File: src/design/lfu_pkg.sv
`timescale 1ns / 1ps
// ----------------------------------------------------------------------------
// LFU block cache directory package
// Shared widths, request and register codes, scan token and write command
// types, and the saturating count helper.
// ----------------------------------------------------------------------------
package lfu_pkg;

  // Default built depth; the design supports 2 to 256 slots
  localparam int unsigned LFU_MAX_ENTRIES = 256;

  // Range of valid ids
  localparam int unsigned LFU_DISK_COUNT      = 16;
  localparam int unsigned LFU_BLOCKS_PER_DISK = 256;

  // Field widths
  localparam int unsigned LFU_TYPE_W  = 2;
  localparam int unsigned LFU_DISK_W  = 4;
  localparam int unsigned LFU_BLOCK_W = 8;
  localparam int unsigned LFU_SLOT_W  = 8;
  localparam int unsigned LFU_CNT_W   = 32;
  localparam int unsigned LFU_OCC_W   = 9;
  localparam int unsigned LFU_CFG_W   = 9;

  // Request kinds
  typedef enum logic [LFU_TYPE_W-1:0] {
    REQ_LOOKUP = 2'd0,
    REQ_INSERT = 2'd1,
    REQ_UPDATE = 2'd2
  } lfu_req_e;

  // Configuration register indexes
  typedef enum logic {
    CFG_ENABLED = 1'b0,
    CFG_ENTRIES = 1'b1
  } lfu_cfg_e;

  // Tags of the request under way, broadcast to every cell
  typedef struct packed {
    logic [LFU_DISK_W-1:0]  disk;
    logic [LFU_BLOCK_W-1:0] block;
  } lfu_req_t;

  // Scan token flags and least count seen so far
  typedef struct packed {
    logic                 match_found;
    logic                 free_found;
    logic                 least_found;
    logic [LFU_CNT_W-1:0] least_uses;
  } lfu_scan_t;

  // Slot write command: fill with the request tags, or bump the count
  typedef struct packed {
    logic fill;
    logic bump;
  } lfu_wr_t;

  // Saturating increment of a 32-bit count
  function automatic logic [LFU_CNT_W-1:0] lfu_sat_inc(input logic [LFU_CNT_W-1:0] v);
    return (v == '1) ? v : v + LFU_CNT_W'(1);
  endfunction

endpackage

File: src/design/lfu_ctrl.sv
`timescale 1ns / 1ps
// ----------------------------------------------------------------------------
// LFU directory controller
// Takes requests, holds them while the token walks the cell row, then picks
// the action, writes the chosen slot, updates the totals and registers the
// result transaction.
// ----------------------------------------------------------------------------
module lfu_ctrl #(
  parameter int unsigned MAX_ENTRIES = lfu_pkg::LFU_MAX_ENTRIES
) (
  input  logic                              clk_i,
  input  logic                              rst_ni,
  // request stream
  input  logic                              s_axis_tvalid,
  output logic                              s_axis_tready,
  input  logic [15:0]                       s_axis_tdata,  // disk_id, block_id, 4'b0
  input  logic [1:0]                        s_axis_tuser,  // req_type
  // result stream
  output logic                              m_axis_tvalid,
  input  logic                              m_axis_tready,
  output logic [71:0]                       m_axis_tdata,  // slot, hit_total, query_total
  output logic [0:0]                        m_axis_tuser,  // status
  // configuration writes
  input  logic                              cfg_we_i,
  input  logic [0:0]                        cfg_idx_i,
  input  logic [lfu_pkg::LFU_CFG_W-1:0]     cfg_data_i,
  // cell row
  input  lfu_pkg::lfu_scan_t                scan_i,
  input  logic [$clog2(MAX_ENTRIES)-1:0]    match_idx_i,
  input  logic [$clog2(MAX_ENTRIES)-1:0]    free_idx_i,
  input  logic [$clog2(MAX_ENTRIES)-1:0]    least_idx_i,
  output lfu_pkg::lfu_req_t                 req_o,
  output logic [$clog2(MAX_ENTRIES+1)-1:0]  size_o,
  output lfu_pkg::lfu_wr_t                  wr_o,
  output logic [$clog2(MAX_ENTRIES)-1:0]    wr_idx_o
);

  localparam int unsigned IDX_W = $clog2(MAX_ENTRIES);
  localparam int unsigned SZ_W  = $clog2(MAX_ENTRIES + 1);
  localparam int unsigned CMP_W = (SZ_W > lfu_pkg::LFU_CFG_W) ? SZ_W : lfu_pkg::LFU_CFG_W;
  localparam int unsigned EXT_W = IDX_W + lfu_pkg::LFU_SLOT_W;
  localparam int unsigned CW    = lfu_pkg::LFU_CNT_W;
  localparam logic [IDX_W-1:0] LAST_CNT = IDX_W'(MAX_ENTRIES - 1);

  typedef enum logic [1:0] {
    ST_IDLE,
    ST_SCAN,
    ST_DECIDE
  } state_e;

  state_e                           state_q, state_d;
  logic [IDX_W-1:0]                 cnt_q, cnt_d;
  logic                             enabled_q, enabled_d;
  logic [lfu_pkg::LFU_CFG_W-1:0]    entries_q, entries_d;
  logic [lfu_pkg::LFU_TYPE_W-1:0]   type_q, type_d;
  lfu_pkg::lfu_req_t                req_q, req_d;
  logic [lfu_pkg::LFU_OCC_W-1:0]    occ_q, occ_d;
  logic [CW-1:0]                    hit_q, hit_d;
  logic [CW-1:0]                    query_q, query_d;
  logic                             m_valid_q, m_valid_d;
  logic [71:0]                      m_data_q, m_data_d;
  logic                             m_status_q, m_status_d;

  logic                             out_free;
  logic                             req_ok;
  logic                             ok;
  logic [IDX_W-1:0]                 slot_idx;
  logic [EXT_W-1:0]                 slot_ext;
  logic [CMP_W-1:0]                 entries_ext;
  logic [CMP_W-1:0]                 size_clamp;

  // Effective size: entries_in_use clamped to [2, MAX_ENTRIES]
  always_comb begin
    entries_ext = CMP_W'(entries_q);
    if (entries_ext < CMP_W'(2)) begin
      size_clamp = CMP_W'(2);
    end else if (entries_ext > CMP_W'(MAX_ENTRIES)) begin
      size_clamp = CMP_W'(MAX_ENTRIES);
    end else begin
      size_clamp = entries_ext;
    end
  end
  assign size_o = SZ_W'(size_clamp);

  assign out_free = !m_valid_q || m_axis_tready;
  assign req_ok   = enabled_q
                 && ((type_q == lfu_pkg::REQ_LOOKUP) || (type_q == lfu_pkg::REQ_INSERT)
                  || (type_q == lfu_pkg::REQ_UPDATE))
                 && (32'(req_q.disk) < lfu_pkg::LFU_DISK_COUNT)
                 && (32'(req_q.block) < lfu_pkg::LFU_BLOCKS_PER_DISK);

  // Action chosen from the finished scan token
  always_comb begin
    ok       = 1'b0;
    slot_idx = '0;
    wr_o     = '0;
    occ_d    = occ_q;
    hit_d    = hit_q;
    query_d  = query_q;
    if (state_q == ST_DECIDE && out_free && req_ok) begin
      case (type_q)
        lfu_pkg::REQ_LOOKUP: begin
          if (occ_q != '0) begin
            query_d = lfu_pkg::lfu_sat_inc(query_q);
            if (scan_i.match_found) begin
              ok        = 1'b1;
              slot_idx  = match_idx_i;
              wr_o.bump = 1'b1;
              hit_d     = lfu_pkg::lfu_sat_inc(hit_q);
            end
          end
        end
        lfu_pkg::REQ_INSERT: begin
          if (!scan_i.match_found) begin
            ok        = 1'b1;
            wr_o.fill = 1'b1;
            if (scan_i.free_found) begin
              slot_idx = free_idx_i;
              occ_d    = (occ_q == '1) ? occ_q : occ_q + lfu_pkg::LFU_OCC_W'(1);
            end else begin
              slot_idx = least_idx_i;
            end
          end
        end
        lfu_pkg::REQ_UPDATE: begin
          if (scan_i.match_found) begin
            ok        = 1'b1;
            slot_idx  = match_idx_i;
            wr_o.bump = 1'b1;
          end
        end
        default: begin
          ok = 1'b0;
        end
      endcase
    end
  end

  assign wr_idx_o = slot_idx;
  assign slot_ext = EXT_W'(slot_idx);
  assign req_o    = req_q;

  // Sequencing, configuration and result register
  always_comb begin
    state_d    = state_q;
    cnt_d      = cnt_q;
    type_d     = type_q;
    req_d      = req_q;
    enabled_d  = enabled_q;
    entries_d  = entries_q;
    m_valid_d  = m_valid_q;
    m_data_d   = m_data_q;
    m_status_d = m_status_q;

    if (cfg_we_i) begin
      unique case (cfg_idx_i)
        lfu_pkg::CFG_ENABLED: enabled_d = cfg_data_i[0];
        lfu_pkg::CFG_ENTRIES: entries_d = cfg_data_i;
        default:              enabled_d = enabled_q;
      endcase
    end

    if (m_valid_q && m_axis_tready) begin
      m_valid_d = 1'b0;
    end

    unique case (state_q)
      ST_IDLE: begin
        if (s_axis_tvalid) begin
          type_d     = s_axis_tuser;
          req_d.disk  = s_axis_tdata[3:0];
          req_d.block = s_axis_tdata[11:4];
          cnt_d      = '0;
          state_d    = ST_SCAN;
        end
      end
      ST_SCAN: begin
        // one cell per cycle; the token leaves the last cell after the full row
        cnt_d = cnt_q + IDX_W'(1);
        if (cnt_q == LAST_CNT) begin
          state_d = ST_DECIDE;
        end
      end
      ST_DECIDE: begin
        if (out_free) begin
          m_valid_d  = 1'b1;
          m_status_d = !ok;
          m_data_d   = {query_d, hit_d, (ok ? slot_ext[7:0] : 8'd0)};
          state_d    = ST_IDLE;
        end
      end
      default: state_d = ST_IDLE;
    endcase
  end

  always_ff @(posedge clk_i or negedge rst_ni) begin
    if (!rst_ni) begin
      state_q    <= ST_IDLE;
      cnt_q      <= '0;
      type_q     <= '0;
      req_q      <= '0;
      enabled_q  <= 1'b0;
      entries_q  <= lfu_pkg::LFU_CFG_W'(2);
      occ_q      <= '0;
      hit_q      <= '0;
      query_q    <= '0;
      m_valid_q  <= 1'b0;
      m_data_q   <= '0;
      m_status_q <= 1'b0;
    end else begin
      state_q    <= state_d;
      cnt_q      <= cnt_d;
      type_q     <= type_d;
      req_q      <= req_d;
      enabled_q  <= enabled_d;
      entries_q  <= entries_d;
      occ_q      <= occ_d;
      hit_q      <= hit_d;
      query_q    <= query_d;
      m_valid_q  <= m_valid_d;
      m_data_q   <= m_data_d;
      m_status_q <= m_status_d;
    end
  end

  assign s_axis_tready = (state_q == ST_IDLE);
  assign m_axis_tvalid = m_valid_q;
  assign m_axis_tdata  = m_data_q;
  assign m_axis_tuser  = m_status_q;

  // Slot writes stay inside the live part of the directory
  a_wr_in_range: assert property (@(posedge clk_i) disable iff (!rst_ni)
    (wr_o.fill || wr_o.bump) |-> (SZ_W'(wr_idx_o) < size_o))
    else $error("slot write beyond effective size");

  // An insert never duplicates a tag already present
  a_fill_no_dup: assert property (@(posedge clk_i) disable iff (!rst_ni)
    wr_o.fill |-> !scan_i.match_found)
    else $error("fill issued although tag matched");

  // Every counted hit is also a counted lookup
  a_hit_le_query: assert property (@(posedge clk_i) disable iff (!rst_ni)
    hit_q <= query_q)
    else $error("hit total exceeds query total");

  // A result only appears out of the decide step
  a_result_src: assert property (@(posedge clk_i) disable iff (!rst_ni)
    $rose(m_valid_q) |-> $past(state_q == ST_DECIDE))
    else $error("result loaded outside decide step");

endmodule

File: config.mk
export PLATFORM = sky130hd
export DESIGN_NAME = lfu_ctrl
export DESIGN_NICKNAME = d
export VERILOG_FILES = /design/src/design/lfu_pkg.sv /design/src/design/lfu_ctrl.sv
export SDC_FILE = /design/constraint.sdc
export NUM_CORES = 1
export LEC_CHECK = 0
export BUFFER_PORTS_ARGS = -buffer_cell sky130_fd_sc_hd__buf_2
export CORE_AREA = 4 4 131 133
export CTS_BUF_LIST = sky130_fd_sc_hd__clkbuf_4 sky130_fd_sc_hd__clkbuf_8 sky130_fd_sc_hd__clkbuf_16
export CTS_CLUSTER_DIAMETER = 200
export CTS_CLUSTER_SIZE = 12
export DETAILED_ROUTE_END_ITERATION = 10
export DIE_AREA = 0 0 135 137
export HOLD_SLACK_MARGIN = 0.06
export PLACE_DENSITY = 0.76
export SLEW_MARGIN = 0
export SYNTH_ARGS = -nofsm -noshare
export SYNTH_HDL_FRONTEND = slang
export SYNTH_SLANG_ARGS = --single-unit
File: constraint.sdc
create_clock -name clk_i -period 3.1 [get_ports clk_i]
set_input_delay 0.155 -clock clk_i [delete_from_list [all_inputs] [get_ports clk_i]]
set_output_delay 0.155 -clock clk_i [all_outputs]
set_load 0.03 [all_outputs]
## After elaboration in Yosys (flattened, before gate mapping)

Index checks and enable logic that the tools add are counted.

- Order comparisons: 2
- Equal/unequal tests: 11
- $add $sub $neg: 4
- Bitwise operators: 3
- Reductions and logical operators: 20
- Muxes and demuxes: 35

Operator list:

| cell | number |
|---|---|
| 32-bit 2-to-1 mux | 9 |
| 32-bit by 1-bit adder with 32-bit output (second input constant) | 2 |
| 32-bit equality test (second input constant) | 2 |
| 8-bit 2-to-1 mux | 7 |
| 8-bit case mux with 3 select lines | 1 |
| 9-bit 2-to-1 mux | 2 |
| 8-bit case mux with 2 select lines | 1 |
| 2-bit AND reduction | 5 |
| 9-bit by 1-bit adder with 9-bit output (second input constant) | 1 |
| 9-bit equality test (second input constant) | 1 |
| 9-bit > comparator (second input constant) | 1 |
| 9-bit by 2-bit < comparator with 1-bit output (second input constant) | 1 |
| 9-bit nonzero test | 1 |
| 8-bit by 1-bit adder with 8-bit output (second input constant) | 1 |
| 8-bit equality test (second input constant) | 1 |
| 1-bit 2-to-1 mux | 8 |
| 2-bit 2-to-1 mux | 4 |
| 2-bit inequality test (second input constant) | 3 |
| 2-bit case mux with 3 select lines | 1 |
| 5-bit AND reduction | 1 |
| 2-bit by 1-bit equality test with 1-bit output (second input constant) | 2 |
| 2-bit equality test (second input constant) | 2 |
| 1-bit logical AND | 4 |
| 2-bit logical NOT | 2 |
| other kinds (7) | 12 |

- Register bits after elaboration: 181
- Output and inout port bits: 106
- Logic and storage cells: 88

## Logic depth before layout (Yosys ltp)

- Word-level depth: 7
- Gate-level depth with buffers: 10

## Least setup slack after synthesis

Ideal clock, no wire load.

- Kind: reg-to-reg
- Start: register m_valid_q (netlist: m_axis_tvalid)
- End: register m_data_q[69] (netlist: m_axis_tdata[69])
- Required time: 2.975 ns
- Period minus slack after synthesis: 2.221 ns
- Path buffers: 0
- Slack: 0.879 ns
- Data arrival time: 2.096 ns
- Stages on the path, launching flop included: 7
- Cell sequence: dfrtp_1 > nor2b_1 > nor4b_4 > nand4_4 > or3_1 > xnor2_2 > mux2_2

- Longest elaborated chain between the ends: 5

Ends and longest elaborated chain:

| what | line | text |
|---|---|---|
| start, declared | lfu_ctrl.sv:60 | `logic m_valid_q, m_valid_d;` |
| start signal, assigned | lfu_ctrl.sv:220 | `m_valid_q <= m_valid_d;` |
| 1-bit logical NOT | lfu_ctrl.sv:85 | `assign out_free = !m_valid_q \|\| m_axis_tready;` |
| 1-bit logical OR | lfu_ctrl.sv:85 |  |
| 1-bit logical AND (2 in a row) | lfu_ctrl.sv:100 | `if (state_q == ST_DECIDE && out_free && req_ok) begin` |
| 32-bit 2-to-1 mux | lfu_ctrl.sv:100 |  |
| net query_d[29] | lfu_ctrl.sv:59 | `logic [CW-1:0] query_q, query_d;` |
| end signal, assigned | lfu_ctrl.sv:221 | `m_data_q <= m_data_d;` |
| end, declared | lfu_ctrl.sv:61 | `logic [71:0] m_data_q, m_data_d;` |

The timed path passes the listed nets, and every way through them passes these cells.
A chain may end at the register's enable or synchronous reset.

## Worst setup path after layout

- Start: register occ_q[0] (netlist name)
- End: output port wr_idx_o[4]

- Longest elaborated chain between the ends: 4

Ends and longest elaborated chain:

| what | line | text |
|---|---|---|
| start, declared | lfu_ctrl.sv:57 | `logic [lfu_pkg::LFU_OCC_W-1:0] occ_q, occ_d;` |
| start signal, assigned | lfu_ctrl.sv:204 | `occ_q <= '0;` |
| start signal, assigned | lfu_ctrl.sv:217 | `occ_q <= occ_d;` |
| 9-bit nonzero test | lfu_ctrl.sv:103 | `if (occ_q != '0) begin` |
| 8-bit 2-to-1 mux | lfu_ctrl.sv:103 |  |
| 8-bit case mux with 3 select lines | lfu_ctrl.sv:101 | `case (type_q)` |
| 8-bit 2-to-1 mux | lfu_ctrl.sv:100 |  |
| end, declared | lfu_ctrl.sv:35 | `output logic [$clog2(MAX_ENTRIES)-1:0] wr_idx_o` |

No other way between the ends.

==> results.cfg <==
[logic_synthesis]
synth_cell_types = 59
synth_top_area_cell = dfrtp_1
yosys.area.top_type_share_pct = 54.86
ys_async_sr_fraction_pct = 100.0
synthAdderAreaFrac_pct = 0.9144
synth-edff-count = 0
ys_top_cells_by_count = dfrtp_1, mux2_2, xor2_1, nand2_1, nor2_1
synth_top_family_by_area = simple AND/OR/NAND/NOR gates
ys_seq_elements = 181
synthesis.area_um2 = 8210
synthSimpleGateAreaFrac_pct = 17.74
seq_area_frac_synth_pct = 55.18
synth_most_common_cell = dfrtp_1
synth_top_flop_cell = dfrtp_1
synthMuxAreaShare_pct = 13.76
synth_area_leaders = dfrtp_1, mux2_2, xor2_1, xnor2_1, nand4_1
synth_compound_area_share_pct = 3.017
synth_area_per_cell_um2 = 12.31
synth_xor_area_share_pct = 7.452
synthesis.nets = 765
ys_warn_count = 0
syn_inst = 667

[power]
pwr-share-comb_pct = 14.1
power_frac_seq_pct = 48.8
swShare_pct = 27.17
cellInternalPower_w = 0.003930
p_leak_nw = 5.079
power_density_nw_per_um2 = 536.2
p_switching_w = 0.001466
power.share.clock_pct = 37.1
vdd_drop_max_uv = 389.2

[routing]
route.detailed.drc = 0
num_vias = 5747
drt_iter0_drc = 351
wl_per_cell_um = 15.71
routed_via_density = 5.307
drt_pass1_iterations = 5
wl_mm = 17.02
postRouteAntennaNets = 0

[floorplanning]
core_area_um2 = 15830
die_y_um = 137
pin_count = 198
initial_core_util_pct = 51.87
die_w_um = 135
die_area_um2 = 18500
num_rows = 46

[place]
postPlaceCellArea_um2 = 9265
gp_congestion = 0.8076
hpwlAfterDp_mm = 11.96
numPortBuffers = 160

[setup_path]
ff2ff_setup_slack_ns = 0.77
endpoint_kind = output port
cp_slowest_cell = dfrtp_1
crit_type = reg -> out
worst_ep_arrival_time_ns = 2.41
crit_required_ns = 2.94
worstPathCellList = inv_1 > ha_1 > nor4b_1 > nand2_1 > o21a_1 > a22oi_1 > nor2_1 > buf_2
r2r_start = m_axis_tvalid$_DFF_PN0_
timing.rr.end = m_axis_tdata[41]$_DFFE_PN0P_
rr_worst_depth = 6
critPathMaxStageDelay_ns = 0.40
cp_max_fo = 10
start_kind = flip-flop

[clocking]
cts_buffers = 17
clk_pin_slew_ns = 0.07
cts_resized = 0
cts_tree = yes
cts-root-buf = clkbuf_16
cts.path.max_buffers = 2
clkLatencyLatePin_ns = 0.42
clock_sinks = 181
h-tree-depth = 4

[final_layout]
antenna_cells = 0
layout-drive-gt1-share_pct = 38.41
syn2layout_area_growth_pct = 22.55
nNetsFinal = 952
finalInstanceArea_um2 = 10060

[sta]
rsz0062_at_grt = no
fmax_mhz = 389.3
maxSlewHeadroom_pct = 59.95
slew_viol_final = 0
finalSetupTns_ns = 0
fin_crit_ns = 2.569
hold_ws_ns = 0.1066
finalHoldViolations = 0
tightest_slew_ns = 0.6008
post-route-period-util_pct = 82.86
clock_skew_ns = 0.008666
finalSetupViolCount = 0

[grt]
grt_pass1_wl_mm = 28.50
overflow = 0
antenna_found_initial = 0
grt_pass1_vias = 5850
grt_max_degree = 65
grt.total_usage_pct = 19.24

[hold_path]
min_path_cells = 3
whs_endpoint = enabled_q$_DFFE_PN0P_
min_from = cfg_idx_i
hold_path_class = in -> reg

[flow_run]
cap_violations = 0

[run_status]
status = finished clean
[worst max-delay path by stage]
stage	from	endpoint	slack, ns	cells after the start
detailed placement	m_axis_tvalid$_DFF_PN0_	m_axis_tdata[69]$_DFFE_PN0P_	0.76	6
global placement	m_axis_tvalid$_DFF_PN0_	m_axis_tdata[41]$_DFFE_PN0P_	0.78	6
CTS	occ_q[0]$_DFFE_PN0P_	wr_idx_o[7]	0.53	8
finish	occ_q[0]$_DFFE_PN0P_	wr_idx_o[4]	0.53	8
floorplan	m_axis_tvalid$_DFF_PN0_	m_axis_tdata[69]$_DFFE_PN0P_	0.88	6
global route	occ_q[1]$_DFFE_PN0P_	wr_idx_o[0]	0.27	8
[worst max-delay path: cells and delay by family (launching register included)]
kind            cells  cell delay, ns
compound gates      2            0.62
simple gates        3            0.51
flops               1            0.40
buf+inv             2            0.30
fa+ha+maj           1            0.15
[metal layers]
metal	wire length (um)	global-route usage, %	vias to the layer above
li1	-	-	2743
met1	7478	25.47	2816
met2	8173	31.13	168
met3	1085	5.588	20
met4	279	5.543	0
met5	0	0	-
[state kept, by name (all words and copies together), names as in the netlist, 2 cells and up]
register and cells:
cnt_q 8, entries_ext 9, hit_q 32, m_axis_tdata 72, occ_q 9, query_q 32, req_o 12, state_q 2
type_q 2
[stage by stage]
| step | cells | power, W | setup slack [ns] | utilization, % |
|---|---|---|---|---|
| detailed placement | 1027 | 0.003412 | 0.7555 | 58.54 |
| CTS | 1083 | 0.005446 | 0.5322 | 63.57 |
| floorplan | 667 | 0.003146 | 0.8790 | - |
| finish | 1083 | 0.005395 | 0.5312 | 63.57 |
| global route | 1083 | 0.005636 | 0.2713 | 63.57 |
| global placement | 1027 | 0.003395 | 0.7796 | 58.54 |
[logic make-up (layout without fill, tap and decap cells)]
| group | after synthesis | in the layout |
|---|---|---|
| simple gates | 238 | 238 |
| flops | 181 | 181 |
| mux | 99 | 99 |
| xor+xnor | 69 | 69 |
| compound gates | 38 | 38 |
| buf+inv | 36 | 236 |
| fa+ha+maj | 6 | 6 |
[what timing repair did]
action	4_1_cts	5_1_grt
hold buffers	24	0
hold endpoints to repair	79	0
setup buffers	0	0
[power groups by stage]
| stage | clock network (W) | registers (W) | logic, W |
|---|---|---|---|
| 6_report | 0.00200 | 0.00263 | 0.000761 |
| 2_1_floorplan | 0 | 0.00282 | 0.000323 |
| 4_1_cts | 0.00205 | 0.00263 | 0.000762 |
| 5_1_grt | 0.00215 | 0.00266 | 0.000830 |
| 3_3_place_gp | 0 | 0.00267 | 0.000728 |
| 3_5_place_dp | 0 | 0.00267 | 0.000740 |
[cell type report]
class / instances / area [um2]
clock buffer: 22 / 481.7
clock inverter: 10 / 75.07
fill: 1212 / 5766
inverter: 9 / 33.78
multi-input combinational: 450 / 3528
sequential: 181 / 4531
tap: 216 / 270.3
timing repair buffer: 195 / 1142
[cell usage in the layout (no fill, tap or decap), drive strengths merged, types with 4 or more instances in the layout]
| master | count |
|---|---|
| nor2b | 12 |
| ha | 6 |
| a21o | 11 |
| or3 | 4 |
| nand3 | 33 |
| clkinv | 5 |
| xor2 | 36 |
| clkinvlp | 4 |
| and3 | 13 |
| o21ai | 14 |
| clkbuf | 22 |
| buf | 171 |
| xnor2 | 33 |
| nand4 | 31 |
| nor2 | 35 |
| nand2 | 37 |
| nor4 | 13 |
| dlygate4sd3 | 24 |
| dfrtp | 180 |
| nor3b | 5 |
| and4 | 4 |
| and2 | 5 |
| inv | 10 |
| nor4b | 7 |
| mux2 | 99 |
| a22oi | 8 |
| nor3 | 25 |
Power figures use the tool's default switching activity.
