[src/design/lfu_pkg.sv]
`timescale 1ns / 1ps
// ----------------------------------------------------------------------------
// LFU block cache directory package
// Shared widths, request and register codes, scan token and write command
// types, and the saturating count helper.
// ----------------------------------------------------------------------------
package lfu_pkg;

  // Default built depth; the design supports 2 to 256 slots
  localparam int unsigned LFU_MAX_ENTRIES = 256;

  // Range of valid ids
  localparam int unsigned LFU_DISK_COUNT      = 16;
  localparam int unsigned LFU_BLOCKS_PER_DISK = 256;

  // Field widths
  localparam int unsigned LFU_TYPE_W  = 2;
  localparam int unsigned LFU_DISK_W  = 4;
  localparam int unsigned LFU_BLOCK_W = 8;
  localparam int unsigned LFU_SLOT_W  = 8;
  localparam int unsigned LFU_CNT_W   = 32;
  localparam int unsigned LFU_OCC_W   = 9;
  localparam int unsigned LFU_CFG_W   = 9;

  // Request kinds
  typedef enum logic [LFU_TYPE_W-1:0] {
    REQ_LOOKUP = 2'd0,
    REQ_INSERT = 2'd1,
    REQ_UPDATE = 2'd2
  } lfu_req_e;

  // Configuration register indexes
  typedef enum logic {
    CFG_ENABLED = 1'b0,
    CFG_ENTRIES = 1'b1
  } lfu_cfg_e;

  // Tags of the request under way, broadcast to every cell
  typedef struct packed {
    logic [LFU_DISK_W-1:0]  disk;
    logic [LFU_BLOCK_W-1:0] block;
  } lfu_req_t;

  // Scan token flags and least count seen so far
  typedef struct packed {
    logic                 match_found;
    logic                 free_found;
    logic                 least_found;
    logic [LFU_CNT_W-1:0] least_uses;
  } lfu_scan_t;

  // Slot write command: fill with the request tags, or bump the count
  typedef struct packed {
    logic fill;
    logic bump;
  } lfu_wr_t;

  // Saturating increment of a 32-bit count
  function automatic logic [LFU_CNT_W-1:0] lfu_sat_inc(input logic [LFU_CNT_W-1:0] v);
    return (v == '1) ? v : v + LFU_CNT_W'(1);
  endfunction

endpackage

[src/design/lfu_cell.sv]
`timescale 1ns / 1ps
// ----------------------------------------------------------------------------
// LFU directory cell
// Holds one slot (valid, tags, access count), folds it into the passing scan
// token and registers the token for the next cell.
// ----------------------------------------------------------------------------
module lfu_cell #(
  parameter int unsigned MAX_ENTRIES = lfu_pkg::LFU_MAX_ENTRIES,
  parameter int unsigned CELL_IDX    = 0
) (
  input  logic                              clk_i,
  input  logic                              rst_ni,
  input  logic [$clog2(MAX_ENTRIES+1)-1:0]  size_i,
  input  lfu_pkg::lfu_req_t                 req_i,
  input  lfu_pkg::lfu_wr_t                  wr_i,
  input  logic [$clog2(MAX_ENTRIES)-1:0]    wr_idx_i,
  input  lfu_pkg::lfu_scan_t                scan_i,
  input  logic [$clog2(MAX_ENTRIES)-1:0]    match_idx_i,
  input  logic [$clog2(MAX_ENTRIES)-1:0]    free_idx_i,
  input  logic [$clog2(MAX_ENTRIES)-1:0]    least_idx_i,
  output lfu_pkg::lfu_scan_t                scan_o,
  output logic [$clog2(MAX_ENTRIES)-1:0]    match_idx_o,
  output logic [$clog2(MAX_ENTRIES)-1:0]    free_idx_o,
  output logic [$clog2(MAX_ENTRIES)-1:0]    least_idx_o
);

  localparam int unsigned IDX_W = $clog2(MAX_ENTRIES);
  localparam int unsigned SZ_W  = $clog2(MAX_ENTRIES + 1);
  localparam logic [IDX_W-1:0] MY_IDX = IDX_W'(CELL_IDX);

  // Slot contents
  logic                            valid_q;
  logic [lfu_pkg::LFU_DISK_W-1:0]  disk_q;
  logic [lfu_pkg::LFU_BLOCK_W-1:0] block_q;
  logic [lfu_pkg::LFU_CNT_W-1:0]   uses_q;

  // Token stage
  lfu_pkg::lfu_scan_t scan_d, scan_q;
  logic [IDX_W-1:0]   match_idx_d, match_idx_q;
  logic [IDX_W-1:0]   free_idx_d, free_idx_q;
  logic [IDX_W-1:0]   least_idx_d, least_idx_q;

  logic in_range;
  logic tag_hit;
  logic sel;

  assign in_range = SZ_W'(CELL_IDX) < size_i;
  assign tag_hit  = valid_q && (disk_q == req_i.disk) && (block_q == req_i.block);
  assign sel      = (wr_idx_i == MY_IDX);

  // Fold this slot into the token; earlier slots win on ties
  always_comb begin
    scan_d      = scan_i;
    match_idx_d = match_idx_i;
    free_idx_d  = free_idx_i;
    least_idx_d = least_idx_i;
    if (in_range) begin
      if (!scan_i.match_found && tag_hit) begin
        scan_d.match_found = 1'b1;
        match_idx_d        = MY_IDX;
      end
      if (!scan_i.free_found && !valid_q) begin
        scan_d.free_found = 1'b1;
        free_idx_d        = MY_IDX;
      end
      // only valid counts are compared; least is used only when all are valid
      if (valid_q && (!scan_i.least_found || (uses_q < scan_i.least_uses))) begin
        scan_d.least_found = 1'b1;
        scan_d.least_uses  = uses_q;
        least_idx_d        = MY_IDX;
      end
    end
  end

  // Token flags and valid bit
  always_ff @(posedge clk_i or negedge rst_ni) begin
    if (!rst_ni) begin
      scan_q  <= '0;
      valid_q <= 1'b0;
    end else begin
      scan_q <= scan_d;
      if (sel && wr_i.fill) begin
        valid_q <= 1'b1;
      end
    end
  end

  // Token indexes and slot payload
  always_ff @(posedge clk_i) begin
    match_idx_q <= match_idx_d;
    free_idx_q  <= free_idx_d;
    least_idx_q <= least_idx_d;
    if (sel && wr_i.fill) begin
      disk_q  <= req_i.disk;
      block_q <= req_i.block;
      uses_q  <= lfu_pkg::LFU_CNT_W'(1);
    end else if (sel && wr_i.bump) begin
      uses_q <= lfu_pkg::lfu_sat_inc(uses_q);
    end
  end

  assign scan_o      = scan_q;
  assign match_idx_o = match_idx_q;
  assign free_idx_o  = free_idx_q;
  assign least_idx_o = least_idx_q;

endmodule

[config.mk]
export PLATFORM = sky130hd
export DESIGN_NAME = lfu_cell
export DESIGN_NICKNAME = d
export VERILOG_FILES = /design/src/design/lfu_pkg.sv /design/src/design/lfu_cell.sv
export SDC_FILE = /design/constraint.sdc
export NUM_CORES = 1
export LEC_CHECK = 0
export BUFFER_PORTS_ARGS = -buffer_cell sky130_fd_sc_hd__buf_2
export CORE_UTILIZATION = 40
export CTS_BUF_LIST = sky130_fd_sc_hd__clkbuf_8
export DETAILED_ROUTE_END_ITERATION = 12
export PLACE_DENSITY_LB_ADDON = 0.15
export SLEW_MARGIN = 40
export SYNTH_ARGS = -nofsm -noshare
export SYNTH_HDL_FRONTEND = slang
export SYNTH_SLANG_ARGS = --single-unit
[constraint.sdc]
create_clock -name clk_i -period 3.3 [get_ports clk_i]
set_clock_uncertainty 0.2 [all_clocks]
set_input_delay 0.495 -clock clk_i [delete_from_list [all_inputs] [get_ports clk_i]]
set_output_delay 0.495 -clock clk_i [all_outputs]
set_load 0.02 [all_outputs]
# Yosys cells after proc, flatten, opt, wreduce, memory -nomap -nowiden
# Cells that the tools add are included.
[totals]
register_bits = 104
inputBits = 92
output_inout_bits = 59
[op_classes]
n_addsub = 1
order_cmp = 2
n_eq_ne = 3
mux = 10
bitwise_logic = 1
n_reduce_logical = 14
[ops]
columns = ["operator", "n"]
rows = [
  ["8-bit two-way mux", 6],
  ["35-bit two-way mux", 1],
  ["33-bit two-way mux", 1],
  ["32-bit by 1-bit adder with 32-bit output, second input constant", 1],
  ["32-bit == test, second input constant", 1],
  ["32-bit less-than comparator", 1],
  ["1-bit by 9-bit less-than comparator with 1-bit output, first input constant", 1],
  ["8-bit == test", 1],
  ["8-bit zero test", 1],
  ["1-bit logical AND", 7],
  ["4-bit == test", 1],
  ["1-bit zero test", 4],
  ["1-bit two-way mux", 2],
  ["2-bit AND reduction", 1],
  ["1-bit logical OR", 1],
  ["1-bit inverter", 1],
]

# Longest topological paths before layout
# Gate-level depths: netlist of the first run.
[depth]
ltp_word = 6
depth_mapped = 9
ltp_nobuf = 8

# Worst setup path after synthesis of the first run
# Ideal clock, no wire load.
[synth_path]
path_kind = "input -> register"
startpoint = "input port scan_i[17] in the netlist's numbering"
endpoint = "register scan_q (netlist bit scan_o[25])"
arrival_time_ps = 2520
t_required_ps = 2975
path_slack_ps = 455
cell_stages = 9
cell_sequence = "inv_1 -> ha_1 -> a21oi_1 -> o21ai_0 -> a221o_1 -> o21a_1 -> a311oi_1 -> clkbuf_1 -> mux2_2"
[synth_rtl]
columns = ["element", "line_no", "source"]
rows = [
  ["start: declaration", "lfu_cell.sv:17", "input lfu_pkg::lfu_scan_t scan_i,"],
  ["end signal: assignment", "lfu_cell.sv:81", "scan_q <= scan_d;"],
  ["end: declaration", "lfu_cell.sv:38", "lfu_pkg::lfu_scan_t scan_d, scan_q;"],
]

==> results.rst, run 1 <==
.. list-table::
   :header-rows: 1

   * - Metric
     - Value
   * - Inst Count DP
     - 749
   * - Compound-cell area share of the yosys netlist
     - 0.0650
   * - Routed WL per cell
     - 13.7 um
   * - Buffer depth of the longest clock path
     - 2
   * - Setup Buffers After CTS
     - 0
   * - Cell breakdown of the critical path
     - ha_1 -> a21oi_1 -> o21ai_0 -> a221o_1 -> o21a_1 -> a311oi_4 -> buf_12 -> mux2_2
   * - Slew margin rel.
     - 0.603
   * - Primary FF master, synth
     - sky130_fd_sc_hd__dfxtp_1
   * - Synthesized-area fraction occupied by adder cells
     - 0.0836
   * - Ratio of routed vias to standard cells
     - 4.97
   * - Mean area per synthesized cell
     - 10.5 sq um
   * - Final cell utilization of the core
     - 0.519
   * - Port-buffer cells
     - 150
   * - Sequential-to-total area share from yosys stat
     - 0.497
   * - Starting density of the core
     - 0.414
   * - Most common library cell in the layout ignoring fill and taps
     - sky130_fd_sc_hd__buf_2
   * - Switching fraction of total power
     - 0.265
   * - Summed instance area of the synthesized netlist
     - 4790 sq um
   * - Crit Path Max Fanout
     - 40
   * - Synthesized Nets
     - 582
   * - Power density relative to cell area
     - 418 nW/um^2
   * - Final-report hold violation count
     - 0
   * - HPWL after detailed placement
     - 7860 um
   * - Final net count
     - 742
   * - Number of core rows
     - 39
   * - Clock Latency Late Sink
     - 0.38 ns
   * - Largest net degree at the start of global routing
     - 41
   * - Die area
     - 12,400 sq um
   * - Overall routed net length
     - 10,500 um
   * - Residual antenna-violating net count after detailed routing
     - 0
   * - Min Clock Period, post-route
     - 2.78 ns
   * - Overall track demand over capacity in global routing
     - 0.173
   * - Slowest cell on the critical path
     - sky130_fd_sc_hd__dfxtp_1
   * - Fraction of layout cells with a size suffix above 1
     - 0.337
   * - Kind of path behind the tightest hold check
     - primary input to flip-flop
   * - Cell chosen for the clock root
     - sky130_fd_sc_hd__clkbuf_8
   * - Aggregate global routing overflow
     - 0
   * - Total number of H-tree levels
     - 3
   * - Setup repair after global routing missed its margin
     - no
   * - Critical path capture point type
     - flip-flop
   * - Share of the clock period used by the worst path
     - 0.844
   * - Num CTS Buffers
     - 9
   * - Layout overhead on the synthesized area
     - 25.3%
   * - Die X-Extent
     - 111 um
   * - Leak Pwr
     - 2.76 nW
   * - Power after layout
     - 2.51 mW
   * - Number of antenna violations at the first check in global routing
     - 0
   * - Setup total negative slack
     - 0 ns
   * - CP required
     - 3.36 ns
   * - Detailed-routing iteration count for the pre-antenna-repair pass
     - 8
   * - Parity-gate share of the synthesized area counting xor and xnor cells
     - 0.0658
   * - Hold WS
     - 0.112 ns
   * - F_max
     - 359 MHz
   * - Category of the critical setup timing path
     - flip-flop to flip-flop
   * - Post-synthesis share of cell area spent on and, or, nand and nor gates
     - 0.176
   * - Power share of the sequential group
     - 0.543
   * - Detailed Route Iter0 Violations
     - 107
   * - Fraction of synthesized area in multiplexers
     - 0.0736
   * - Global-route wire length before repair
     - 17,100 um
   * - DRC violations left
     - 15
   * - Number of distinct standard cells referenced by the synthesized netlist
     - 46
   * - Fin cells
     - 766
   * - Max rail drop VDD
     - 0.170 mV
   * - Outcome
     - finished with violations
   * - Highest cell delay on the worst timing path
     - 0.47 ns
   * - Placeable Area
     - 11,600 sq um
   * - Critical path startpoint category
     - flip-flop
   * - Via count
     - 3,809
   * - Warnings, synthesis
     - 0
   * - Gpl congestion
     - 0.783
   * - Combinational power share
     - 0.133
   * - Async set or reset register ratio after synthesis
     - 0.346
   * - Number of endpoints failing setup at the final stage
     - 0
   * - Number of max-slew violations in the final report
     - 0
   * - Number of synthesized register bits
     - 104
   * - TritonCTS clock tree
     - built
   * - Die height
     - 111 um
   * - P_sw
     - 0.664 mW
   * - Transition at the pin with the smallest max-transition slack
     - 0.591 ns
   * - Dominant combinational cell family by area after synthesis
     - simple AND/OR/NAND/NOR gates
   * - Arrival time of data at the critical path endpoint
     - 2.84 ns
   * - Post-CTS resize count
     - 0
   * - Fraction of power consumed by the clock network
     - 0.324
   * - Number of enable-type register cells in the synthesized netlist
     - 12
   * - Cell Int Power
     - 1.84 mW
   * - Top Ports
     - 151
   * - Number of diodes
     - 0
   * - TritonCTS sink count
     - 104
   * - Highest-count cells in the layout ignoring fill and taps
     - sky130_fd_sc_hd__buf_2 (150), sky130_fd_sc_hd__dfxtp_1 (56), sky130_fd_sc_hd__inv_1 (39), sky130_fd_sc_hd__dfrtp_1 (36), sky130_fd_sc_hd__nor2_1 (35)
   * - Synthesized instance count
     - 458
   * - Via count of the first global-routing pass
     - 3,570
   * - Clk pin slew, worst setup/hold paths
     - 0.11 ns
   * - Failing checks
     - design-rule violations
   * - Post-CTS Hold Fix Bufs
     - 1
   * - Number of violations of the max-capacitance limit
     - 0
[cell usage after synthesis, drive strengths merged (2+ instances only)]
library cell / n / share of area
nor2b: 25 / 0.033
o31ai: 2 / 0.0031
nor4: 8 / 0.010
dfxtp: 56 / 0.23
edfxtp: 12 / 0.075
o21ai: 13 / 0.014
or4: 4 / 0.0073
inv: 38 / 0.030
o41ai: 2 / 0.0037
a21oi: 23 / 0.024
buf: 3 / 0.0031
and3: 5 / 0.0068
ha: 32 / 0.084
and4: 3 / 0.0055
nor3: 7 / 0.0073
clkbuf: 7 / 0.0055
nand2: 21 / 0.016
nand2b: 5 / 0.0081
nand3: 16 / 0.017
xnor2: 30 / 0.055
xor2: 6 / 0.011
mux2: 26 / 0.061
mux2i: 6 / 0.013
or3: 6 / 0.0081
a2111oi: 3 / 0.0055
nor2: 35 / 0.027
nand4: 16 / 0.024
dfrtp: 36 / 0.19
[worst paths after layout]
check | to | startpoint | cells after the start | slack [ns]
max | scan_o[17]$_DFF_PN0_ | uses_q[17]$_SDFFE_PP0P_ | 8 | 0.52
min | block_q[7]$_DFFE_PP_ | req_i[7] | 1 | 0.11
max reg2reg | scan_o[17]$_DFF_PN0_ | uses_q[17]$_SDFFE_PP0P_ | 8 | 0.52
min reg2reg | uses_q[18]$_SDFFE_PP0P_ | uses_q[18]$_SDFFE_PP0P_ | 2 | 0.33
max in group asynchronous | scan_o[25]$_DFF_PN0_ | rst_ni | 3 | 2.08
min in group asynchronous | scan_o[0]$_DFF_PN0_ | rst_ni | 2 | 0.37
[critical path, delay by kind of cell, from the launching register on]
family | cells | cell delay, ns
mux | 1 | 0.37
flops | 1 | 0.47
fa+ha+maj | 1 | 0.30
buf+inv | 1 | 0.28
compound gates | 5 | 1.03
[per-layer routing]
metal / GRT usage / wire, um / vias up
li1: - / - / 1917
met1: 0.231 / 5020 / 1781
met2: 0.280 / 4830 / 101
met3: 0.0294 / 526 / 10
met4: 0.0730 / 150 / 0
met5: 0 / 0 / -
[sequential cells by signal, summed over array words and instances (netlist names)]
register and count:
disk_q 4, least_idx_o 8, free_idx_o 8, scan_o 35, block_q 8, uses_q 32
match_idx_o 8, valid_q 1
[final cells by class]
| class | count | area (sq um) |
|---|---|---|
| flip-flops and latches | 104 | 2380 |
| fillers | 1081 | 5560 |
| clock inverters | 7 | 72.6 |
| inverters | 38 | 143 |
| repair buffers | 159 | 853 |
| multi-input cells | 306 | 2250 |
| clock buffers | 9 | 124 |
| well taps | 143 | 179 |
[through the flow]
step,setup slack [ns],cell area (sq um)
finish,0.515,6000
global route,0.432,6000
CTS,0.491,6000
detailed placement,0.334,5790
global placement,0.374,5760
floorplan,0.455,4790
[cells by family (layout without fill, tap and decap cells)]
kind of cell	after synthesis	count (layout)
muxes	32	32
and+or+nand+nor	154	154
AOI/OAI and AO/OA	52	52
buffers and inverters	48	213
adders and majority gates	32	32
xor gates and xnor gates	36	36
DFF	104	104
[power by group through the flow]
stage | Combinational [mW] | Sequential, mW | Clock (mW)
after floorplan | 0.119 | 1.45 | 0
after global placement | 0.326 | 1.39 | 0
after detailed placement | 0.337 | 1.39 | 0
after CTS | 0.340 | 1.36 | 0.837
after global routing | 0.367 | 1.37 | 0.890
final | 0.335 | 1.36 | 0.812
Note: power is estimated with default switching activity, not from simulation.
==> inputs of run 2 (changes only) <==
--- a/config.mk
+++ b/config.mk
@@ -5,6 +5,7 @@
 export SDC_FILE = /design/constraint.sdc
 export NUM_CORES = 1
 export LEC_CHECK = 0
+export ABC_AREA = 1
 export BUFFER_PORTS_ARGS = -buffer_cell sky130_fd_sc_hd__buf_2
 export CORE_UTILIZATION = 40
 export CTS_BUF_LIST = sky130_fd_sc_hd__clkbuf_8
==> constraint.sdc (replaced) <==
create_clock -name clk_i -period 2.9 [get_ports clk_i]
set_clock_uncertainty 0.2 [all_clocks]
set_input_delay 0.435 -clock clk_i [delete_from_list [all_inputs] [get_ports clk_i]]
set_output_delay 0.435 -clock clk_i [all_outputs]
set_load 0.02 [all_outputs]
==> run 2 against run 1 <==
  * The flow now finishes without violations
  * Die area rose by 11%
  * Critical endpoint is now least_idx_o[7]$_DFF_P_
  * Sequential share of layout area fell by 3.5 points
  * Sequential power rose by 15%
  * Core utilization fell by 0.52 points
  * Synthesized cell count rose by 50%
  * First-iteration DRC count rose by 140%
  * Critical path depth rose by 2
  * Non-clock buffer count rose by 7
  * Wire length rose by 26%
  * Clock-buffer cell count did not move
==> results.rst, run 2 <==
.. list-table::
   :header-rows: 1

   * - Metric
     - Value
   * - Outcome
     - completed
   * - Num CTS Buffers
     - 9 (unchanged)
   * - Mean area per synthesized cell
     - 7.77 sq um (-26%)
   * - Warnings, synthesis
     - 0 (unchanged)
   * - Share of Yosys cell area claimed by the top area cell type
     - 0.209 (-0.0245)
   * - Post-layout instance area
     - 6590 sq um (+9.8%)
   * - Cell chosen for the clock root
     - sky130_fd_sc_hd__clkbuf_8
   * - Number of diodes
     - 0 (unchanged)
   * - Crit Path Max Fanout
     - 32 (-20%)
   * - Final net count
     - 973 (+31%)
   * - Cells on worst reg2reg path
     - 10 (+2)
   * - HPWL after detailed placement
     - 10,100 um (+28%)
   * - Post-CTS resize count
     - 0 (unchanged)
   * - Critical path startpoint category
     - flip-flop
   * - Number of distinct standard cells referenced by the synthesized netlist
     - 39 (-15%)
   * - Min Clock Period, post-route
     - 2.39 ns (-0.398 ns)
   * - Fraction of layout cells with a size suffix above 1
     - 0.253 (-0.0842)
   * - Async set or reset register ratio after synthesis
     - 0.346 (unchanged)
   * - Largest net degree at the start of global routing
     - 37 (-9.8%)
   * - Number of enable-type register cells in the synthesized netlist
     - 12 (unchanged)
   * - Synthesized instance count
     - 689 (+50%)
   * - Gpl congestion
     - 0.864 (+10%)
   * - Highest cell delay on the worst timing path
     - 0.47 ns (about the same)
   * - Routed WL per cell
     - 12.9 um (-6.1%)
   * - Leak Pwr
     - 3.49 nW (+27%)
   * - Highest-count cells in the layout ignoring fill and taps
     - sky130_fd_sc_hd__nand2_1 (170), sky130_fd_sc_hd__buf_2 (149), sky130_fd_sc_hd__inv_1 (97), sky130_fd_sc_hd__nor2_1 (64), sky130_fd_sc_hd__dfxtp_1 (56)
   * - Crit path max-delay family
     - compound AO/OA/AOI/OAI gates
   * - Die X-Extent
     - 118 um (+5.6%)
   * - Slowest cell on the critical path
     - sky130_fd_sc_hd__dfxtp_1
   * - Via count of the first global-routing pass
     - 4,705 (+32%)
   * - Setup slack of the most critical reg-to-reg path
     - 0.51 ns (about the same)
   * - Worst R2R End
     - least_idx_o[7]$_DFF_P_
   * - Aggregate global routing overflow
     - 0 (unchanged)
   * - Buffer and inverter count on the worst path
     - 1 (unchanged)
   * - Primary FF master, synth
     - sky130_fd_sc_hd__dfxtp_1
   * - Critical path capture point type
     - flip-flop
   * - Kind of path behind the tightest hold check
     - primary input to flip-flop
   * - Final-report hold violation count
     - 0 (unchanged)
   * - Top Ports
     - 151 (unchanged)
   * - HP Start
     - req_i[11]
   * - Setup repair after global routing missed its margin
     - no
   * - Worst reg2reg startpoint
     - uses_q[17]$_SDFFE_PP0P_
   * - Synthesized Nets
     - 813 (+40%)
   * - DP Area
     - 6360 sq um (+9.9%)
   * - Setup Buffers After CTS
     - 0 (unchanged)
   * - Transition at the pin with the smallest max-transition slack
     - 0.523 ns (-0.0675 ns)
   * - Placeable Area
     - 12,800 sq um (+11%)
   * - Dominant combinational cell family by area after synthesis
     - simple AND/OR/NAND/NOR gates
   * - Detailed-routing iteration count for the pre-antenna-repair pass
     - 4 (-4)
   * - Die area
     - 13,800 sq um (+11%)
   * - Via count
     - 4,882 (+28%)
   * - Detailed Route Iter0 Violations
     - 252 (+140%)
   * - Number of endpoints failing setup at the final stage
     - 0 (unchanged)
   * - Overall track demand over capacity in global routing
     - 0.198 (+0.0247)
   * - Post-synthesis share of cell area spent on and, or, nand and nor gates
     - 0.298 (+0.121)
   * - Layout overhead on the synthesized area
     - 23.1%
   * - Total number of H-tree levels
     - 3 (unchanged)
   * - Power density relative to cell area
     - 444 nW/um^2 (+6.2%)
   * - TritonCTS clock tree
     - built
   * - Parity-gate share of the synthesized area counting xor and xnor cells
     - 0.0164 (-0.0494)
   * - Slew margin rel.
     - 0.650 (+0.0475)
   * - DRC violations left
     - 0 (-15)
   * - Clk pin slew, worst setup/hold paths
     - 0.11 ns (about the same)
   * - Cell breakdown of the critical path
     - ha_1 -> a21oi_1 -> o21ai_0 -> nand2_1 -> nand3_1 -> a21oi_1 -> nand2_1 -> nand2_1 -> buf_4 -> a21boi_0
   * - Most common library cell in the layout ignoring fill and taps
     - sky130_fd_sc_hd__nand2_1
   * - Clock Latency Late Sink
     - 0.39 ns (about the same)
   * - Share of the clock period used by the worst path
     - 0.823 (-0.0208)
   * - Max rail drop VDD
     - 0.198 mV (+16%)
   * - Number of flip-flops under the largest register name
     - 35 (unchanged)
   * - TritonCTS sink count
     - 104 (unchanged)
   * - Dominant cells by area after synthesis
     - sky130_fd_sc_hd__dfxtp_1 (21%), sky130_fd_sc_hd__dfrtp_1 (17%), sky130_fd_sc_hd__nand2_1 (12%)
   * - Overall routed net length
     - 13,200 um (+26%)
   * - Hold WS
     - 0.0405 ns (-0.0711 ns)
   * - Most instantiated library cell after synthesis
     - sky130_fd_sc_hd__nand2_1
   * - Ratio of routed vias to standard cells
     - 4.76 (-4.3%)
   * - Worst-case hold path end point
     - disk_q[3]$_DFFE_PP_
   * - Area of the multi-input gates
     - 2510 sq um (+12%)
   * - Synthesized-area fraction occupied by adder cells
     - 0.0748 (-0.00875)
   * - Number of synthesized register bits
     - 104 (unchanged)
   * - Category of the critical setup timing path
     - flip-flop to flip-flop
   * - Power after layout
     - 2.92 mW (+17%)
   * - F_max
     - 419 MHz (+17%)
   * - Leading post-synthesis cells by instance count
     - sky130_fd_sc_hd__nand2_1 (170), sky130_fd_sc_hd__inv_1 (97), sky130_fd_sc_hd__nor2_1 (65), sky130_fd_sc_hd__dfxtp_1 (56), sky130_fd_sc_hd__nand3_1 (48)
   * - Buffer depth of the longest clock path
     - 2 (unchanged)
   * - Fraction of synthesized area in multiplexers
     - 0 (-0.0736)
   * - Residual antenna-violating net count after detailed routing
     - 0 (unchanged)
   * - Sequential-to-total area share from yosys stat
     - 0.445 (-0.0521)
   * - Setup total negative slack
     - 0 ns (unchanged)
   * - Number of max-slew violations in the final report
     - 0 (unchanged)
   * - Filler instances
     - 1,256 (+16%)
   * - Port-buffer cells
     - 150 (unchanged)
   * - Library cell with the largest summed area after synthesis
     - sky130_fd_sc_hd__dfxtp_1
   * - Summed instance area of the synthesized netlist
     - 5350 sq um (+12%)
   * - Die height
     - 118 um (+5.6%)
   * - Number of antenna violations at the first check in global routing
     - 0 (unchanged)
   * - Number of instances on the worst hold path
     - 1 (unchanged)
   * - Global-route wire length before repair
     - 22,100 um (+29%)
   * - Compound-cell area share of the yosys netlist
     - 0.0783 (+0.0133)
   * - Number of core rows
     - 41 (+5.1%)
   * - Footprint of the flip-flops and latches
     - 2380 sq um (unchanged)
   * - Arrival time of data at the critical path endpoint
     - 2.44 ns (-0.40 ns)
   * - Starting density of the core
     - 0.417 (+0.00301)
   * - CP required
     - 2.96 ns (-0.40 ns)
   * - Number of violations of the max-capacitance limit
     - 0 (unchanged)
   * - Cell seen most often among critical-path stages
     - sky130_fd_sc_hd__nand2_1
==> run 2: changes by cell type in the layout (fill, tap and decap cells not counted), moves of 10 or more <==
| cell | change |
|---|---|
| sky130_fd_sc_hd__nor2b_1 | -25 |
| sky130_fd_sc_hd__nand2_1 | +149 |
| sky130_fd_sc_hd__xnor2_1 | -28 |
| sky130_fd_sc_hd__mux2_2 | -26 |
| sky130_fd_sc_hd__nor3_1 | +17 |
| sky130_fd_sc_hd__nor3_2 | +10 |
| sky130_fd_sc_hd__inv_1 | +58 |
| sky130_fd_sc_hd__nand3_1 | +32 |
| sky130_fd_sc_hd__a21oi_1 | +11 |
| sky130_fd_sc_hd__nor2_1 | +29 |
==> run 2: kinds of logic (layout without fill, tap and decap cells) <==
logic type      Yosys count  in the layout
simple gates            349            349
xor+xnor                 10             10
compound gates           74             74
buf+inv                 120            285
fa+ha+maj                32             32
flops                   104            104
==> run 2: per-stage QoR <==
| stage | util | setup slack (ns) | instances |
|---|---|---|---|
| detailed placement | 0.496 | 0.328 | 1009 |
| finish | 0.514 | 0.513 | 1026 |
| global route | 0.514 | 0.285 | 1026 |
| global placement | 0.496 | 0.415 | 1009 |
| floorplan | - | 0.821 | 689 |
| CTS | 0.513 | 0.523 | 1026 |
==> run 2: repair_timing <==
item,4_1_cts,5_1_grt
endpoints found under the hold margin,36,0
setup endpoints to repair,0,0
hold buffers,1,0
==> run 2: final cells by class <==
| cell class | count | share of cell area |
|---|---|---|
| multi-input combinational | 465 | 0.381 |
| sequential | 104 | 0.362 |
| timing repair buffer | 166 | 0.135 |
| inverter | 103 | 0.0587 |
| tap | 172 | 0.0327 |
| clock buffer | 9 | 0.0188 |
| clock inverter | 7 | 0.0120 |
==> run 2: how the worst max path moves through the flow <==
| stage | to | start | depth (start not counted) | slack [ns] |
|---|---|---|---|---|
| after floorplan | block_q[0]$_DFFE_PP_ | wr_idx_i[0] | 6 | 0.82 |
| after global placement | scan_o[27]$_DFF_PN0_ | scan_i[5] | 15 | 0.42 |
| after detailed placement | scan_o[10]$_DFF_PN0_ | size_i[5] | 10 | 0.33 |
| after CTS | scan_o[23]$_DFF_PN0_ | uses_q[17]$_SDFFE_PP0P_ | 11 | 0.52 |
| after global routing | scan_o[29]$_DFF_PN0_ | uses_q[17]$_SDFFE_PP0P_ | 11 | 0.29 |
| final | least_idx_o[7]$_DFF_P_ | uses_q[17]$_SDFFE_PP0P_ | 10 | 0.51 |
==> run 2: routing by layer <==
metal	vias to the layer above	wire, um	track usage
met2	131	6150	0.332
met5	-	0	0
li1	2534	-	-
met1	2204	6310	0.257
met3	13	662	0.0262
met4	0	125	0.0801
==> run 2: power by group <==
group | internal (mW) | switching, mW | leakage, nW
clock network | 0.351 | 0.585 | 0.104
logic | 0.168 | 0.251 | 2.41
registers | 1.53 | 0.0432 | 0.974
==> inputs of run 3 (changes only) <==
==> constraint.sdc (replaced) <==
create_clock -name clk_i -period 1.9 [get_ports clk_i]
set_clock_uncertainty 0.2 [all_clocks]
set_input_delay 0.285 -clock clk_i [delete_from_list [all_inputs] [get_ports clk_i]]
set_output_delay 0.285 -clock clk_i [all_outputs]
set_load 0.02 [all_outputs]
==> run 3 against run 2 <==
  * The run now ends with negative setup slack left
  * Critical path depth rose by 5
  * Cell count increased by 15%
  * Total power grew 68%
  * Critical path type unchanged
  * Largest power group unchanged
==> results.rst, run 3 (same netlist as run 2, synthesis figures left out) <==
.. list-table::
   :header-rows: 1

   * - Metric
     - Value
   * - Outcome
     - finished with violations
   * - Failing checks
     - negative setup slack
   * - Arrival time of data at the critical path endpoint
     - 2.33 ns (-0.11 ns)
   * - Number of core rows
     - 41 (unchanged)
   * - Power density relative to cell area
     - 553 nW/um^2 (+24%)
   * - Global-route wire length before repair
     - 26,900 um (+22%)
   * - Residual antenna-violating net count after detailed routing
     - 0 (unchanged)
   * - Share of the clock period used by the worst path
     - 1.17 (+0.344)
   * - Min Clock Period, post-route
     - 2.22 ns (-0.170 ns)
   * - Power after layout
     - 4.92 mW (+68%)
   * - Ratio of routed vias to standard cells
     - 4.91 (+3.1%)
   * - Startpoint of the most critical setup path
     - uses_q[5]$_SDFFE_PP0P_
   * - HPWL after detailed placement
     - 10,800 um (+7.9%)
   * - Aggregate global routing overflow
     - 0 (unchanged)
   * - Filler instances
     - 992 (-21%)
   * - Die height
     - 118 um (unchanged)
   * - Number of diodes
     - 0 (unchanged)
   * - Final-report hold violation count
     - 0 (unchanged)
   * - Number of endpoints failing setup at the final stage
     - 72 (+72)
   * - Buffer and inverter count on the worst path
     - 2 (+1)
   * - Worst reg2reg startpoint
     - uses_q[5]$_SDFFE_PP0P_
   * - Total stage count of the critical path
     - 15 (+5)
   * - Clk pin slew, worst setup/hold paths
     - 0.12 ns (about the same)
   * - Cell seen most often among critical-path stages
     - sky130_fd_sc_hd__nand2_2
   * - Final cell utilization of the core
     - 0.693 (+0.180)
   * - DRC violations left
     - 0 (unchanged)
   * - Gpl congestion
     - 0.919 (+6.4%)
   * - Detailed Route Iter0 Violations
     - 336 (+33%)
   * - Kind of path behind the tightest hold check
     - primary input to flip-flop
   * - Critical path capture point type
     - flip-flop
   * - Via count of the first global-routing pass
     - 5,703 (+21%)
   * - Cells on worst reg2reg path
     - 15 (+5)
   * - Slew margin rel.
     - 0.671 (+0.0211)
   * - Top Ports
     - 151 (unchanged)
   * - Transition at the pin with the smallest max-transition slack
     - 0.490 ns (-0.0331 ns)
   * - Placeable Area
     - 12,800 sq um (unchanged)
   * - Number of antenna violations at the first check in global routing
     - 0 (unchanged)
   * - Category of the critical setup timing path
     - flip-flop to flip-flop
   * - Detailed-routing iteration count for the pre-antenna-repair pass
     - 7 (+3)
   * - Final net count
     - 1,130 (+16%)
   * - Number of flip-flops under the largest register name
     - 35 (unchanged)
   * - Crit Path Max Fanout
     - 6 (-81%)
   * - F_max
     - 451 MHz (+7.7%)
   * - Die X-Extent
     - 118 um (unchanged)
   * - Via count
     - 5,804 (+19%)
   * - Number of violations of the max-capacitance limit
     - 0 (unchanged)
   * - Fraction of layout cells with a size suffix above 1
     - 0.442 (+0.189)
   * - Clock Latency Late Sink
     - 0.42 ns (+0.03 ns)
   * - Setup slack of the most critical reg-to-reg path
     - -0.32 ns (-0.83 ns)
   * - Overall routed net length
     - 17,300 um (+31%)
   * - Leak Pwr
     - 4.41 nW (+27%)
   * - Total number of H-tree levels
     - 3 (unchanged)
   * - Max rail drop VDD
     - 0.352 mV (+78%)
   * - Die area
     - 13,800 sq um (unchanged)
   * - Setup repair after global routing missed its margin
     - yes
   * - Post-route setup slack
     - -0.317 ns (-0.830 ns)
   * - Slowest cell on the critical path
     - sky130_fd_sc_hd__dfxtp_2
   * - Capturing element of the worst setup path
     - scan_o[19]$_DFF_PN0_
   * - Buffer depth of the longest clock path
     - 2 (unchanged)
   * - Crit path max-delay family
     - simple AND/OR/NAND/NOR gates
   * - CP required
     - 2.01 ns (-0.95 ns)
   * - Starting density of the core
     - 0.417 (unchanged)
   * - Layout overhead on the synthesized area
     - 66.2%
   * - TritonCTS sink count
     - 104 (unchanged)
   * - Highest-count cells in the layout ignoring fill and taps
     - sky130_fd_sc_hd__buf_2 (150), sky130_fd_sc_hd__nand2_1 (120), sky130_fd_sc_hd__inv_1 (93), sky130_fd_sc_hd__dlygate4sd3_1 (72), sky130_fd_sc_hd__buf_4 (71)
   * - Highest cell delay on the worst timing path
     - 0.38 ns (-0.09 ns)
   * - Worst R2R End
     - scan_o[19]$_DFF_PN0_
   * - Routed WL per cell
     - 14.6 um (+13%)
   * - Cell breakdown of the critical path
     - ha_4 -> a21oi_2 -> nor2_1 -> nor3_2 -> nand2_2 -> nand2_2 -> nand2_2 -> nand2_1 -> nand2_1 -> nand2_2 -> nand2_4 -> buf_12 -> clkbuf_16 -> nand2_2 -> nand2_1
   * - Num CTS Buffers
     - 9 (unchanged)
   * - TritonCTS clock tree
     - built
   * - Number of max-slew violations in the final report
     - 0 (unchanged)
   * - Critical path startpoint category
     - flip-flop
   * - Cell chosen for the clock root
     - sky130_fd_sc_hd__clkbuf_8
   * - Most common library cell in the layout ignoring fill and taps
     - sky130_fd_sc_hd__buf_2
   * - Overall track demand over capacity in global routing
     - 0.243 (+0.0449)
   * - Port-buffer cells
     - 150 (unchanged)
   * - Largest net degree at the start of global routing
     - 25 (-32%)
run 3: layer usage:
layer  vias up  share of wire  global-route usage
met2       190           0.49               0.424
li1       2856              -                   -
met5         -              0                   0
met1      2733           0.43               0.297
met4         0          0.020              0.0761
met3        25          0.051              0.0533
run 3: layout make-up:
cell class	count	area [sq um]	share of cell area
flip-flops and latches	104	2410	0.271
repair buffers	322	2480	0.279
clock buffers	9	124	0.0139
multi-input cells	466	3180	0.357
clock inverters	7	93.8	0.0106
well taps	172	215	0.0242
inverters	103	394	0.0443
run 3: worst min-delay path by stage:
stage | to | from | cells after the start | slack [ns]
after floorplan | scan_o[0]$_DFF_PN0_ | rst_ni | 0 | -0.21
final | uses_q[1]$_SDFFE_PP0P_ | wr_i[1] | 4 | 0.12
after detailed placement | scan_o[15]$_DFF_PN0_ | rst_ni | 1 | 0.06
after global routing | uses_q[1]$_SDFFE_PP0P_ | wr_i[1] | 4 | 0.16
after CTS | scan_o[19]$_DFF_PN0_ | scan_i[19] | 3 | -0.13
after global placement | scan_o[15]$_DFF_PN0_ | rst_ni | 1 | 0.06
run 3: worst reg2reg max path: stages, from the launching register on:
cell and delay, ns:
sky130_fd_sc_hd__dfxtp_2 0.38, sky130_fd_sc_hd__ha_4 0.21, sky130_fd_sc_hd__a21oi_2 0.12, sky130_fd_sc_hd__nor2_1 0.06, sky130_fd_sc_hd__nor3_2 0.19, sky130_fd_sc_hd__nand2_2 0.10
sky130_fd_sc_hd__nand2_2 0.07, sky130_fd_sc_hd__nand2_2 0.05, sky130_fd_sc_hd__nand2_1 0.06, sky130_fd_sc_hd__nand2_1 0.06, sky130_fd_sc_hd__nand2_2 0.11, sky130_fd_sc_hd__nand2_4 0.07
sky130_fd_sc_hd__buf_12 0.16, sky130_fd_sc_hd__clkbuf_16 0.17, sky130_fd_sc_hd__nand2_2 0.05, sky130_fd_sc_hd__nand2_1 0.04
run 3: power breakdown:
group	total [mW]	internal (mW)	switching (mW)
Clock	1.50	0.552	0.950
Sequential	2.38	2.33	0.0457
Combinational	1.03	0.490	0.545
run 3: per-stage QoR:
step / TNS, ns / area (sq um) / setup slack (ns) / cells / hold WS [ns]
2_1_floorplan: 0 / 5360 / 0.0180 / 689 / -0.211
3_3_place_gp: -11.57 / 6800 / -0.287 / 1063 / 0.0570
3_5_place_dp: -13.49 / 6800 / -0.343 / 1063 / 0.0638
4_1_cts: -8.74 / 8280 / -0.225 / 1162 / -0.126
5_1_grt: -21.28 / 8890 / -0.403 / 1183 / 0.163
6_report: -15.75 / 8890 / -0.317 / 1183 / 0.119
run 3: repair_timing:
action / CTS / global route
setup buffers: 8 / 21
gates resized for setup: 87 / 123
pin swaps: 24 / 39
hold endpoints to repair: 107 / 1
gates cloned: 4 / 1
hold buffers: 71 / 1
setup endpoints to repair: 60 / 81
